## config.mk

```make
export PLATFORM = sky130hd
export DESIGN_NAME = nfz_apb
export DESIGN_NICKNAME = d
export VERILOG_FILES = /design/src/design/nfz_pkg.sv /design/src/design/nfz_apb.sv
export SDC_FILE = /design/constraint.sdc
export NUM_CORES = 1
export LEC_CHECK = 0
export BUFFER_PORTS_ARGS = -buffer_cell sky130_fd_sc_hd__buf_2
export CORE_ASPECT_RATIO = 0.8
export CORE_MARGIN = 3
export CORE_UTILIZATION = 42
export DETAILED_ROUTE_END_ITERATION = 10
export MAX_ROUTING_LAYER = met4
export PLACE_DENSITY = 0.84
export SLEW_MARGIN = 15
export SYNTH_ARGS = -nofsm -noshare
export SYNTH_HDL_FRONTEND = slang
export SYNTH_SLANG_ARGS = --single-unit
```

## constraint.sdc

```tcl
create_clock -name clk -period 1.2 [get_ports clk]
set_input_delay 0.18 -clock clk [delete_from_list [all_inputs] [get_ports clk]]
set_output_delay 0.18 -clock clk [all_outputs]
set_load 0.02 [all_outputs]
```

## src/design/nfz_pkg.sv

```systemverilog
// ----------------------------------------------------------------------------
// nfz_pkg
// types, codes and helpers of the next fit zone allocator
// ----------------------------------------------------------------------------
package nfz_pkg;

  localparam int WORK_W     = 20;
  localparam int NEED_W     = 14;
  localparam int TAG_W      = 8;
  localparam int SPLIT_MIN  = 8;
  localparam int GUARD_B    = 4;
  localparam int ZONE_RST_B = 49152;

  localparam logic       OP_ALLOC = 1'b0;
  localparam logic       OP_FREE  = 1'b1;

  localparam logic [2:0] ST_OK           = 3'd0;
  localparam logic [2:0] ST_NO_SPACE     = 3'd1;
  localparam logic [2:0] ST_ZERO_TAG     = 3'd2;
  localparam logic [2:0] ST_NOT_BLOCK    = 3'd3;
  localparam logic [2:0] ST_ALREADY_FREE = 3'd4;

  localparam logic       REG_ZONE_USABLE = 1'b0;

  typedef struct packed {
    logic        opcode;
    logic [15:0] request_bytes;
    logic [7:0]  owner_tag;
    logic [15:0] user_offset;
  } in_item_t;

  typedef struct packed {
    logic [2:0]  status;
    logic [15:0] payload_offset;
    logic [16:0] block_bytes;
  } out_item_t;

  typedef enum logic [3:0] {
    S_CLR, S_IDLE, S_A_EVAL, S_A_WB, S_A_WS, S_A_RX, S_A_WX,
    S_F_CB, S_F_CP, S_F_CN, S_F_W0, S_F_W1, S_F_W2, S_F_X, S_F_WX, S_OUT
  } nfz_state_t;

  // usable granules from the byte register, clamped to [8, zg]
  function automatic logic [WORK_W-1:0] ugran_of(input logic [16:0] b,
                                                 input logic [WORK_W-1:0] zg);
    logic [WORK_W-1:0] g;
    g = WORK_W'(b[16:3]);
    if (b < 17'd64) begin
      ugran_of = WORK_W'(8);
    end else if (g > zg) begin
      ugran_of = zg;
    end else begin
      ugran_of = g;
    end
  endfunction

endpackage

```

## src/design/nfz_apb.sv

```systemverilog
// ----------------------------------------------------------------------------
// nfz_apb
// zone size register and zone reset request
// ----------------------------------------------------------------------------
module nfz_apb #(
  parameter int ZONE_GRANULES = 8192
) (
  input  logic                                  clk,
  input  logic                                  rst_n,
  input  logic                                  psel,
  input  logic                                  penable,
  input  logic                                  pwrite,
  input  logic [2:0]                            paddr,
  input  logic [31:0]                           pwdata,
  output logic [31:0]                           prdata,
  output logic                                  pready,
  output logic                                  zone_wr,
  output logic [$clog2(ZONE_GRANULES+1)-1:0]    ugran
);
  import nfz_pkg::*;

  localparam int GW = $clog2(ZONE_GRANULES + 1);
  localparam logic [WORK_W-1:0] ZG = WORK_W'(ZONE_GRANULES);

  logic [16:0]   zone_bytes_r, zone_bytes_nxt;
  logic [GW-1:0] ugran_r, ugran_nxt;
  logic [WORK_W-1:0] ug_w, ug_rst;
  logic          wr_hit;

  assign pready = 1'b1;
  assign wr_hit = psel && penable && pwrite && (paddr[2] == REG_ZONE_USABLE);
  assign ug_w   = ugran_of(pwdata[16:0], ZG);
  assign ug_rst = ugran_of(17'(ZONE_RST_B), ZG);

  always_comb begin
    zone_bytes_nxt = zone_bytes_r;
    ugran_nxt      = ugran_r;
    if (wr_hit) begin
      zone_bytes_nxt = pwdata[16:0];
      ugran_nxt      = ug_w[GW-1:0];
    end
  end

  always_ff @(posedge clk) begin
    if (!rst_n) begin
      zone_bytes_r <= 17'(ZONE_RST_B);
      ugran_r      <= ug_rst[GW-1:0];
    end else begin
      zone_bytes_r <= zone_bytes_nxt;
      ugran_r      <= ugran_nxt;
    end
  end

  assign prdata  = (paddr[2] == REG_ZONE_USABLE) ? {15'd0, zone_bytes_r} : 32'd0;
  assign zone_wr = wr_hit;
  assign ugran   = ugran_r;

endmodule

```

==> flow_summary.yaml <==
global_routing:
  use_met2: 0.264
  use_met3: 0.0683
  grt_overflow: 0
  met1_usage: 0.201
  grt_pass1_vias: 1145
  grt_max_degree: 21
  grt_antenna_before_repair: 0
  busiest_layer: "met2"
  grt_use_total: 0.170
  grt_pass1_wl_um: 5260
synthesis:
  synthFlopType: "dfxtp_1"
  synth_seq_cells: 31
  synth-xor-area-share: 0
  yosys.area_share.simple: 0.274
  seq_area_frac_synth: 0.427
  synthMuxAreaShare: 0
  postSynthAreaPerCell_um2: 9.03
  synth_compound_area_frac: 0.156
  synth_top_family_by_area: "simple AND/OR/NAND/NOR gates"
  syn_area_um2: 1450
  synth_edf_count: 0
  ys_types: 28
  synth_fa_ha_area_frac: 0
  async_reset_ff_frac: 0
  yosysWarnings: 0
  synth_cells: 161
sta:
  drv_slew: 0
  period_share: 0.919
  finalSetupTns_ns: 0
  hold_viol: 0
  period_needed_ns: 1.10
  setup_viol: 0
  max_freq_mhz: 907
  fin_skew_ns: 0
  timing.final.ws_setup_ns: 0.0977
  rsz0062_at_grt: "no"
route:
  via_per_inst: 4.66
  ant_nets: 0
  firstDrtPassIters: 4
  vias: 1245
  initialDrtViolationCount: 67
  drcViolationCount: 0
  wl_per_cell_um: 12.2
  drt_wl_total_um: 3250
worst_setup_path:
  worstPathRequired_ns: 1.02
  crit_path_end_kind: "output port"
  worstSetupPathType: "flip-flop to output port"
  cp-endpoint: "prdata[4]"
  r2r_end: "ugran[0]$_SDFFE_PN0P_"
  reg2reg_from: "ugran[0]$_SDFFE_PN0P_"
  cp_data_arrival_time_ns: 0.92
  r2r_setup_slack_ns: 0.58
  cp_max_fo: 2
  start_kind: "flip-flop"
  startpoint: "zone_bytes_r[4]$_SDFFE_PN0P_"
  r2r.worst_path.cells: 1
finish:
  syn2layout_area_growth_pct: 27.6
  fill_cells: 311
  drive_gt1_frac: 0.410
  diodes: 0
  multiInputGateArea_um2: 684
  num-nets-final: 267
  fin_area_um2: 1860
  fin_cells: 267
  regArea_um2: 621
pwr:
  pwr-share-seq: 0.494
  p_switching_mw: 0.545
  power.density_nw_per_um2: 1160
  p_leak_nw: 0.910
  combinationalPowerShare: 0.129
  total_power_mw: 2.14
  p_int_mw: 1.60
  clkPwrFrac: 0.377
  netSwitchingFraction: 0.254
  max-vdd-ir-drop_mv: 0.675
clock_network:
  root_buffer: "clkbuf_8"
  worstSkewPairLatency_ns: 0.28
  cts-buffers-inserted: 5
  postCtsHoldBufs: 0
  postCtsSetupRepairBufs: 0
  cts_resized: 0
  clk_path_buf_depth: 2
  cts.reportedPaths.clkPinSlew_ns: 0.06
  cts_tree: "built"
  htreeDepth: 2
  cts.sinks: 31
floorplan:
  start_util: 0.455
  die_area_um2: 4210
  fp.dieW_um: 71.8
  dieHeight_um: 58.6
  io_pins: 88
  placement_rows: 18
  core_um2: 3200
placed_design:
  dp_worst_setup_slack_ns: -0.0636
  routabilityCongestion: 0.744
  place.detailed.hpwl_um: 2500
  numPortBuffers: 54
  place_area_um2: 1770
  placed_cells: 260
status:
  status: "finished clean"
job:
  drv_cap: 0
worst_hold_path:
  hold_path.class: "primary input to flip-flop"
flip-flops by register name, indices dropped and copies added (netlist names):
signal / count
ugran: 14
zone_bytes_r: 17
how the worst min path moves through the flow:
stage | end | startpoint | slack [ns] | cells after the start
4_1_cts | zone_bytes_r[1]$_SDFFE_PN0P_ | pwdata[1] | 0.13 | 3
3_5_place_dp | zone_bytes_r[1]$_SDFFE_PN0P_ | pwdata[1] | 0.43 | 3
2_1_floorplan | ugran[11]$_SDFFE_PN1P_ | rst_n | 0.26 | 1
3_3_place_gp | ugran[11]$_SDFFE_PN1P_ | rst_n | 0.42 | 2
6_report | zone_bytes_r[1]$_SDFFE_PN0P_ | pwdata[1] | 0.13 | 3
5_1_grt | zone_bytes_r[2]$_SDFFE_PN0P_ | pwdata[2] | 0.14 | 3
cell families (layout without fill, tap and decap cells):
group,count (synthesis),in the layout
AND/OR/NAND/NOR,68,68
AO/OA/AOI/OAI,32,32
flip-flops,31,31
buffers and inverters,28,80
other,2,16
metrics by stage:
stage                      util  hold slack (ns)
final                     0.580            0.132
after detailed placement  0.553            0.429
after global placement    0.553            0.424
after global routing      0.580            0.137
after floorplan               -            0.258
after CTS                 0.580            0.129
layout make-up:
type	instances	share of cell area
Multi-Input combinational cell	116	0.369
Tap cell	40	0.0270
Clock inverter	1	0.00270
Inverter	4	0.00944
Timing Repair Buffer	69	0.213
Clock buffer	6	0.0445
Sequential cell	31	0.334
cells in the mapped netlist (3+ instances only):
cell type / n / share of area
a21oi_1: 16 / 0.055
a22o_1: 3 / 0.018
buf_4: 18 / 0.093
nand2_1: 38 / 0.098
a32o_1: 3 / 0.021
dfxtp_1: 31 / 0.43
nand3b_2: 4 / 0.031
a21oi_2: 4 / 0.024
and2b_1: 6 / 0.031
clkbuf_1: 3 / 0.0077
nor2b_1: 11 / 0.047
power by group through the flow:
stage	Clock, mW	Combinational, mW	Sequential, mW
after floorplan	0	0.188	1.09
after global placement	0	0.274	1.08
after detailed placement	0	0.277	1.08
after CTS	0.835	0.278	1.06
after global routing	0.884	0.303	1.06
final	0.808	0.277	1.06
critical path: stages (launching register included):
cell and delay, ns:
dfxtp_1 0.33, nor2b_1 0.14, buf_2 0.17
cells in the final DEF, fill, tap and decap left out, drive strengths merged:
master / instances
nor4: 2
o41ai: 1
a21oi: 20
and2b: 6
a32o: 3
clkinv: 1
conb: 16
nand2: 39
inv: 4
nor2: 2
nor3: 1
o311ai: 2
a31oi: 1
o211ai: 2
nand4b: 1
nor2b: 11
dfxtp: 31
nand3: 2
clkbuf: 6
a22o: 3
nand3b: 4
buf: 69
per-layer routing:
metal / up-vias / wire length [um]
met4: 0 / 39
met1: 565 / 1460
met5: - / 0
met3: 6 / 248
li1: 635 / -
met2: 39 / 1510
(Power assumes the default switching activity.)
